==> src/hw/rtl/knntb_pkg.sv <==
// Shared types and constants of the exact k-nearest-neighbor block.
`default_nettype none
package knntb_pkg;

	localparam logic [38:0] DIST_SAT  = 39'h7F_FFFF_FFFF;
	localparam logic [9:0]  COUNT_SAT = 10'd1023;

	localparam logic [1:0] STATUS_OK       = 2'd0;
	localparam logic [1:0] STATUS_NO_NBR   = 2'd1;
	localparam logic [1:0] STATUS_BAD_QUERY = 2'd2;

	localparam logic [7:0] REG_POOL_COUNT = 8'd0;
	localparam logic [7:0] REG_DIM_IN_USE = 8'd1;
	localparam logic [7:0] REG_TRUTH_K    = 8'd2;
	localparam logic [7:0] REG_RECALL_K   = 8'd3;

	localparam logic REQ_LOAD  = 1'b0;
	localparam logic REQ_QUERY = 1'b1;

	typedef struct packed {
		logic               req_type;
		logic [9:0]         vector_index;
		logic [6:0]         component_index;
		logic signed [15:0] component_value;
		logic [9:0]         query_index;
	} req_t;

	typedef struct packed {
		logic [4:0]  neighbor_rank;
		logic [9:0]  neighbor_id;
		logic [38:0] distance;
		logic [9:0]  band_count;
		logic [9:0]  band_wide_count;
		logic [1:0]  status;
		logic        last;
	} rsp_t;

	typedef enum logic [1:0] {
		CMD_LOAD,
		CMD_DROP,
		CMD_QUERY
	} cmd_kind_t;

	typedef struct packed {
		cmd_kind_t          kind;
		logic [9:0]         vector_index;
		logic [6:0]         component_index;
		logic signed [15:0] component_value;
		logic [9:0]         query_index;
	} cmd_t;

	typedef enum logic [3:0] {
		ST_IDLE,
		ST_SETUP,
		ST_NEXT,
		ST_RUN,
		ST_DRAIN,
		ST_UPDATE,
		ST_LATCH_W,
		ST_LATCH_B,
		ST_EMIT,
		ST_EMIT_ERR
	} state_t;

endpackage
`default_nettype wire

==> src/hw/rtl/knntb_front.sv <==
// Front end: accepts request beats, classifies them and queues commands.
`default_nettype none
module knntb_front #(
	parameter int POOL_MAX = 1024,
	parameter int DIM_MAX  = 128
) (
	input  wire                clk,
	input  wire                arst_n,
	input  wire                req_valid,
	output logic               req_ready,
	input  knntb_pkg::req_t    req,
	output logic               cmd_valid,
	input  wire                cmd_pop,
	output knntb_pkg::cmd_t    cmd
);
	import knntb_pkg::*;

	cmd_t       entry_q [2];
	logic       wr_ptr_q;
	logic       rd_ptr_q;
	logic [1:0] fill_q;
	cmd_t       cls_w;
	logic       push_w;
	logic       pop_w;

	always_comb begin
		cls_w.vector_index    = req.vector_index;
		cls_w.component_index = req.component_index;
		cls_w.component_value = req.component_value;
		cls_w.query_index     = req.query_index;
		if (req.req_type == REQ_QUERY) begin
			cls_w.kind = CMD_QUERY;
		end else if (32'(req.vector_index) < POOL_MAX &&
			32'(req.component_index) < DIM_MAX) begin
			cls_w.kind = CMD_LOAD;
		end else begin
			cls_w.kind = CMD_DROP;
		end
	end

	assign req_ready = (fill_q != 2'd2);
	assign push_w    = req_valid && req_ready;
	assign cmd_valid = (fill_q != 2'd0);
	assign pop_w     = cmd_pop && cmd_valid;
	assign cmd       = entry_q[rd_ptr_q];

	always_ff @(posedge clk) begin
		if (push_w) begin
			entry_q[wr_ptr_q] <= cls_w;
		end
	end

	always_ff @(posedge clk or negedge arst_n) begin
		if (!arst_n) begin
			wr_ptr_q <= 1'b0;
			rd_ptr_q <= 1'b0;
			fill_q   <= 2'd0;
		end else begin
			if (push_w) wr_ptr_q <= ~wr_ptr_q;
			if (pop_w)  rd_ptr_q <= ~rd_ptr_q;
			if (push_w && !pop_w) begin
				fill_q <= fill_q + 2'd1;
			end else if (pop_w && !push_w) begin
				fill_q <= fill_q - 2'd1;
			end
		end
	end

endmodule
`default_nettype wire

==> config.mk <==
export PLATFORM = sky130hd
export DESIGN_NAME = knntb_front
export DESIGN_NICKNAME = d
export VERILOG_FILES = /design/src/hw/rtl/knntb_pkg.sv /design/src/hw/rtl/knntb_front.sv
export SDC_FILE = /design/constraint.sdc
export NUM_CORES = 1
export LEC_CHECK = 0
export BUFFER_PORTS_ARGS = -buffer_cell sky130_fd_sc_hd__clkbuf_2
export CAP_MARGIN = 15
export CORE_MARGIN = 3
export CORE_UTILIZATION = 40
export CTS_CLUSTER_SIZE = 28
export DETAILED_ROUTE_END_ITERATION = 10
export SYNTH_ARGS = -nofsm -noshare
export SYNTH_HDL_FRONTEND = slang
export SYNTH_SLANG_ARGS = --single-unit
export TNS_END_PERCENT = 100
==> constraint.sdc <==
create_clock -name clk -period 4.8 [get_ports clk]
set_clock_uncertainty 0.15 [all_clocks]
set_input_delay 0 -clock clk [delete_from_list [all_inputs] [get_ports clk]]
set_output_delay 0 -clock clk [all_outputs]
set_load 0.05 [all_outputs]
==> impl_metrics.env, run 1 <==
export IMPL_grt_pass1_wl_um=10200
export IMPL_vias=1881
export IMPL_routed_via_density=4.54
export IMPL_area_growth_synth_to_final_pct=33.8
export IMPL_netlist_area_mm2=0.00358
export IMPL_core_mm2=0.00846
export IMPL_design_area_mm2=0.00479
export IMPL_path_max_fanout=23
export IMPL_rsz0062_at_grt="false"
export IMPL_yosysUniqueCellTypes=17
export IMPL_globalplace_congestion=0.704
export IMPL_fp_dieArea_mm2=0.0101
export IMPL_clock_fmax_mhz=405
export IMPL_grt_overflow_total=0
export IMPL_rrSetupSlack_ns=2.72
export IMPL_hold_path_startpoint="req[3]"
export IMPL_final_hold_viol_count=0
export IMPL_crit_chain="buf_4, mux2_2, clkbuf_2"
export IMPL_first_iter_violations=77
export IMPL_tightest_slew_ns=1.07
export IMPL_cts_repair_resized=0
export IMPL_hpwl_um=3940
export IMPL_start_util_pct=42.3
export IMPL_cts_tree="done"
export IMPL_antenna_found_initial=0
export IMPL_critPathRequiredTime_ns=4.65
export IMPL_clk_path_buf_depth=2
export IMPL_wirelength_um=6280
export IMPL_syn_nets=206
export IMPL_end_kind="output pin"
export IMPL_dp_cells=351
export IMPL_ant_nets=0
export IMPL_grt_pass1_vias=2056
export IMPL_clk_latency_ns=0.33
export IMPL_die_h_um=101
export IMPL_drive_gt1_share_pct=50.5
export IMPL_clock_sinks=92
export IMPL_critPathSlowestCell="dfrtp_2"
export IMPL_grt_max_degree=45
export IMPL_worst_setup_hold_path_clk_slew_ns=0.08
export IMPL_peakVddDrop_mv=0.308
export IMPL_fin_util_pct=56.6
export IMPL_start_kind="flop"
export IMPL_cp_arrival_ns=2.32
export IMPL_max_stage_delay_ns=0.84
export IMPL_post_route_drc_count=0
export IMPL_track_usage_pct=13.2
export IMPL_antenna_cells=0
export IMPL_firstDrtPassIters=4
export IMPL_async_reset_ff_share_pct=4.35
export IMPL_hold_class="input pin to flop"
export IMPL_min_to="entry_q[0][3]"
export IMPL_crit_type="flop to output pin"
export IMPL_status="finished clean"
export IMPL_holdPathStages=2
export IMPL_ios=95
export IMPL_synth_top_cell_by_area="edfxtp_1"
export IMPL_root_buffer="clkbuf_8"
export IMPL_die_w_um=101
export IMPL_fin_crit_ns=2.47
export IMPL_p_per_area_mw_per_mm2=653
export IMPL_r2r_end="entry_q[0][6]"
export IMPL_holdWs_ns=0.233
export IMPL_netlist_instances=157
export IMPL_yosysSeqAreaShare_pct=76.6
export IMPL_synth_edf_count=88
export IMPL_htreeDepth=3
export IMPL_cts_buffers=9
export IMPL_synth_top_cell_area_share_pct=73.8
export IMPL_fillCellCount=681
export IMPL_placed_area_mm2=0.00410
export IMPL_stdcell_count=414
export IMPL_maxSlewHeadroom_pct=28.9
export IMPL_row_count=33
export IMPL_yosys_warnings=0
export IMPL_max_cap_viol_count=0
export IMPL_yosysMostFrequentCell="edfxtp_1"
export IMPL_nNetsFinal=354
export IMPL_setup_violations=0
export IMPL_leakagePower_nw=1.95
export IMPL_fin_crit_sh_pct=51.4
export IMPL_port_buffers=93
export IMPL_final_max_slew_violation_count=0
export IMPL_ys_seq_elements=92
export IMPL_avgSynthCellArea_um2=22.8
export IMPL_reg2reg_from="fill_q[0]"
export IMPL_synth_main_ff_cell="edfxtp_1"
export IMPL_wl_per_cell_um=15.2
export IMPL_synth_common_cells="edfxtp_1, mux2_4, mux2_2, buf_12, dfrtp_1"
export IMPL_synth_area_top_cells="edfxtp_1, mux2_4, dfrtp_1, buf_12, mux2_2"
export IMPL_fin_setup_tns_ns=0
export IMPL_worst_r2r_cell_count=4
==> critical path, delay by kind of cell (launching register included) <==
kind,cells,cell delay [ns]
buffers and inverters,2,0.73
flip-flops,1,0.84
multiplexers,1,0.39
==> power by group <==
part	internal, mW	switching, mW	total [mW]
Clock	0.289	0.243	0.532
Combinational	0.457	0.934	1.39
Sequential	1.10	0.103	1.20
Total	1.85	1.28	3.13
==> registers in the layout, indices dropped and copies added (netlist names) <==
signal    count
entry_q      88
fill_q        2
rd_ptr_q      1
wr_ptr_q      1
==> placed cells by master, fill, tap and decap left out <==
| master | instances |
|---|---|
| edfxtp_1 | 88 |
| xnor2_1 | 3 |
| dfrtp_1 | 3 |
| and3_2 | 1 |
| nor2_4 | 1 |
| dlygate4sd3_1 | 48 |
| clkinvlp_4 | 1 |
| mux2_4 | 39 |
| mux2_2 | 5 |
| clkinv_2 | 2 |
| xor2_1 | 2 |
| inv_1 | 1 |
| nor2_1 | 1 |
| or2_1 | 1 |
| clkbuf_2 | 93 |
| clkbuf_1 | 1 |
| buf_4 | 2 |
| clkbuf_8 | 9 |
| conb_1 | 1 |
| dfrtp_2 | 1 |
| nand2b_1 | 1 |
| bufinv_16 | 2 |
| nand2_1 | 2 |
| ha_1 | 1 |
==> stage by stage <==
stage	power [mW]	setup slack, ns
final	3.13	2.33
after detailed placement	2.60	2.66
after global routing	3.28	2.21
after CTS	3.17	2.26
after global placement	2.59	2.67
after floorplan	2.40	1.28
==> layout make-up <==
class | count | area (um2) | area share [%]
clock buffers | 10 | 128 | 2.66
clock inverters | 5 | 77.6 | 1.62
inverters | 1 | 3.75 | 0.0784
multi-input cells | 58 | 744 | 15.5
flip-flops and latches | 92 | 2740 | 57.3
well taps | 105 | 131 | 2.74
repair buffers | 143 | 961 | 20.1
==> metal layers <==
layer,global-route usage [%],vias up,share of wire (%)
met4,2.80,0,0.56
met1,15.5,902,40
met2,22.9,76,52
met5,0,-,0
li1,-,898,-
met3,5.26,5,7.2
==> worst max-delay path by stage <==
stage / startpoint / slack [ns] / endpoint / cells after the start
after global placement: rd_ptr_q / 2.67 / cmd[42] / 3
after floorplan: fill_q[0] / 1.28 / entry_q[0][0] / 3
after global routing: rd_ptr_q / 2.21 / cmd[42] / 3
final: rd_ptr_q / 2.33 / cmd[42] / 3
after detailed placement: rd_ptr_q / 2.66 / cmd[42] / 3
after CTS: rd_ptr_q / 2.26 / cmd[42] / 3
==> cells by family (layout without fill, tap and decap cells) <==
| group | Yosys count | count (layout) | synth area share (%) |
|---|---|---|---|
| buffers and inverters | 7 | 159 | 2.87 |
| AND/OR/NAND/NOR | 7 | 7 | 0.944 |
| XOR/XNOR | 5 | 5 | 1.22 |
| adder cells (fa/ha/maj) | 1 | 1 | 0.349 |
| flip-flops | 92 | 92 | 76.6 |
| multiplexers | 44 | 44 | 17.9 |
| other | 1 | 1 | 0.105 |
==> timing repair <==
| action | 4_1_cts | 5_1_grt |
|---|---|---|
| hold endpoints to repair | 95 | 0 |
| hold buffers | 48 | 0 |
| buffers inserted | 0 | 0 |
Note: power is estimated with default switching activity, not from simulation.
==> inputs of run 2 (changes only) <==
Settings changed: PLACE_DENSITY set to 0.66.
Clock period 4.8 ns to 2 ns, I/O delays scaled along.
==> impl_metrics.env, run 2 (same netlist as run 1, synthesis figures left out) <==
export IMPL_port_buffers=93
export IMPL_hold_class="input pin to flop"
export IMPL_worst_setup_hold_path_clk_slew_ns=0.08
export IMPL_ant_nets=0
export IMPL_critPathRequiredTime_ns=1.85
export IMPL_holdPathStages=2
export IMPL_max_cap_viol_count=0
export IMPL_post_route_drc_count=0
export IMPL_fin_util_pct=57.2
export IMPL_core_mm2=0.00846
export IMPL_start_util_pct=42.3
export IMPL_path_max_fanout=24
export IMPL_clk_path_buf_depth=2
export IMPL_p_comb_share_pct=46.9
export IMPL_grtUsageMet2_pct=21.7
export IMPL_clock_sinks=92
export IMPL_leakagePower_nw=1.99
export IMPL_grt_use_met3_pct=3.11
export IMPL_drive_gt1_share_pct=51.6
export IMPL_power_switching_mw=3.11
export IMPL_multi_input_area_um2=754
export IMPL_rsz0062_at_grt="false"
export IMPL_grt_max_degree=28
export IMPL_p_int_mw=4.40
export IMPL_globalRouteMet1Util_pct=14.5
export IMPL_nNetsFinal=358
export IMPL_antenna_cells=0
export IMPL_pwr_share_clk_pct=15.7
export IMPL_cts_tree="done"
export IMPL_crit_start="rd_ptr_q"
export IMPL_p_per_area_mw_per_mm2=1550
export IMPL_die_w_um=101
export IMPL_area_growth_synth_to_final_pct=35.1
export IMPL_fin_crit_sh_pct=95.3
export IMPL_first_iter_violations=70
export IMPL_die_h_um=101
export IMPL_grt_overflow_total=0
export IMPL_ios=95
export IMPL_r2r_end="entry_q[0][1]"
export IMPL_final_max_slew_violation_count=0
export IMPL_worst_r2r_cell_count=4
export IMPL_wl_per_cell_um=14.3
export IMPL_fin_setup_tns_ns=0
export IMPL_grt_pass1_wl_um=9490
export IMPL_final_hold_viol_count=0
export IMPL_start_kind="flop"
export IMPL_status="finished clean"
export IMPL_final_common_cell="clkbuf_2"
export IMPL_reg_top3="entry_q x88, fill_q x2"
export IMPL_top_register="entry_q"
export IMPL_root_buffer="clkbuf_8"
export IMPL_row_count=33
export IMPL_setup_violations=0
export IMPL_cp_arrival_ns=1.76
export IMPL_post_cts_buffers=0
export IMPL_fillCellCount=642
export IMPL_track_usage_pct=12.5
export IMPL_htreeDepth=3
export IMPL_swShare_pct=41.4
export IMPL_peakVddDrop_mv=0.922
export IMPL_cts_buffers=9
export IMPL_end_kind="output pin"
export IMPL_rrSetupSlack_ns=0.38
export IMPL_min_to="entry_q[1][32]"
export IMPL_design_area_mm2=0.00484
export IMPL_pwr_share_seq_pct=37.4
export IMPL_grt_pass1_vias=2033
export IMPL_placed_area_mm2=0.00417
export IMPL_reg2reg_from="fill_q[0]"
export IMPL_clock_fmax_mhz=525
export IMPL_crit_type="flop to output pin"
export IMPL_layout_common_cells="clkbuf_2, edfxtp_1, dlygate4sd3_1, mux2_4, clkbuf_8"
export IMPL_power_mw=7.52
export IMPL_antenna_found_initial=0
export IMPL_largest_register_ffs=88
export IMPL_globalplace_congestion=0.761
export IMPL_fp_dieArea_mm2=0.0101
export IMPL_hold_path_startpoint="req[32]"
export IMPL_grt_busiest_layer="met2"
export IMPL_clk_latency_ns=0.34
export IMPL_routed_via_density=4.53
export IMPL_vias=1898
export IMPL_seqCellArea_mm2=0.00274
export IMPL_firstDrtPassIters=4
export IMPL_fin_crit_ns=1.91
export IMPL_wirelength_um=6010
run 2: cell types whose count changed in the layout (fill, tap and decap cells not counted):
cell and change:
nand2b_4 +1, clkbuf_1 -1, nand2_1 -1, buf_12 +2, clkinv_1 +2, inv_6 +2, clkinvlp_4 -1, nand2b_1 -1
bufinv_16 -1, nand2_2 +1, buf_4 +2
run 2: per-layer routing:
metal | part of all wire [%] | wire (um)
met1 | 41 | 2460
met2 | 53 | 3160
met3 | 4.5 | 268
met4 | 2.0 | 119
met5 | 0 | 0
run 2: stage by stage:
stage | hold slack [ns] | std cells | setup WS (ns)
detailed placement | -0.332 | 355 | 0.376
global route | 0.218 | 419 | 0.0109
CTS | 0.204 | 419 | 0.0604
floorplan | -0.446 | 157 | 0.0187
global placement | -0.333 | 355 | 0.419
finish | 0.229 | 419 | 0.0947
run 2: critical path, stage by stage (launching register included):
cell and delay [ns]:
dfrtp_2 0.56, buf_12 0.25, mux2_2 0.36, clkbuf_2 0.23
run 2: worst max-delay path by stage:
stage                      to  cells after the start
2_1_floorplan   entry_q[0][0]                      3
3_3_place_gp   entry_q[0][38]                      4
3_5_place_dp    entry_q[0][6]                      4
4_1_cts               cmd[44]                      3
5_1_grt               cmd[44]                      3
6_report              cmd[44]                      3
run 2: power by group through the flow:
stage                     registers, mW  clock network (mW)  logic, mW
after floorplan                    2.78                   0       3.00
after global routing               2.86                1.30       3.70
final                              2.81                1.18       3.52
after global placement             2.85                   0       3.48
after detailed placement           2.86                   0       3.49
after CTS                          2.82                1.21       3.57
run 2: what timing repair did:
| item | in CTS | in global routing |
|---|---|---|
| resized for setup | 0 | 0 |
| endpoints found under the hold margin | 95 | 0 |
| hold buffers | 48 | 0 |
run 2: cell type report:
class	count	share of cell area [%]
clock buffers	9	2.56
clock inverters	7	1.34
inverters	1	0.0776
multi-input cells	58	15.6
flip-flops and latches	92	56.7
well taps	105	2.72
repair buffers	147	21.0
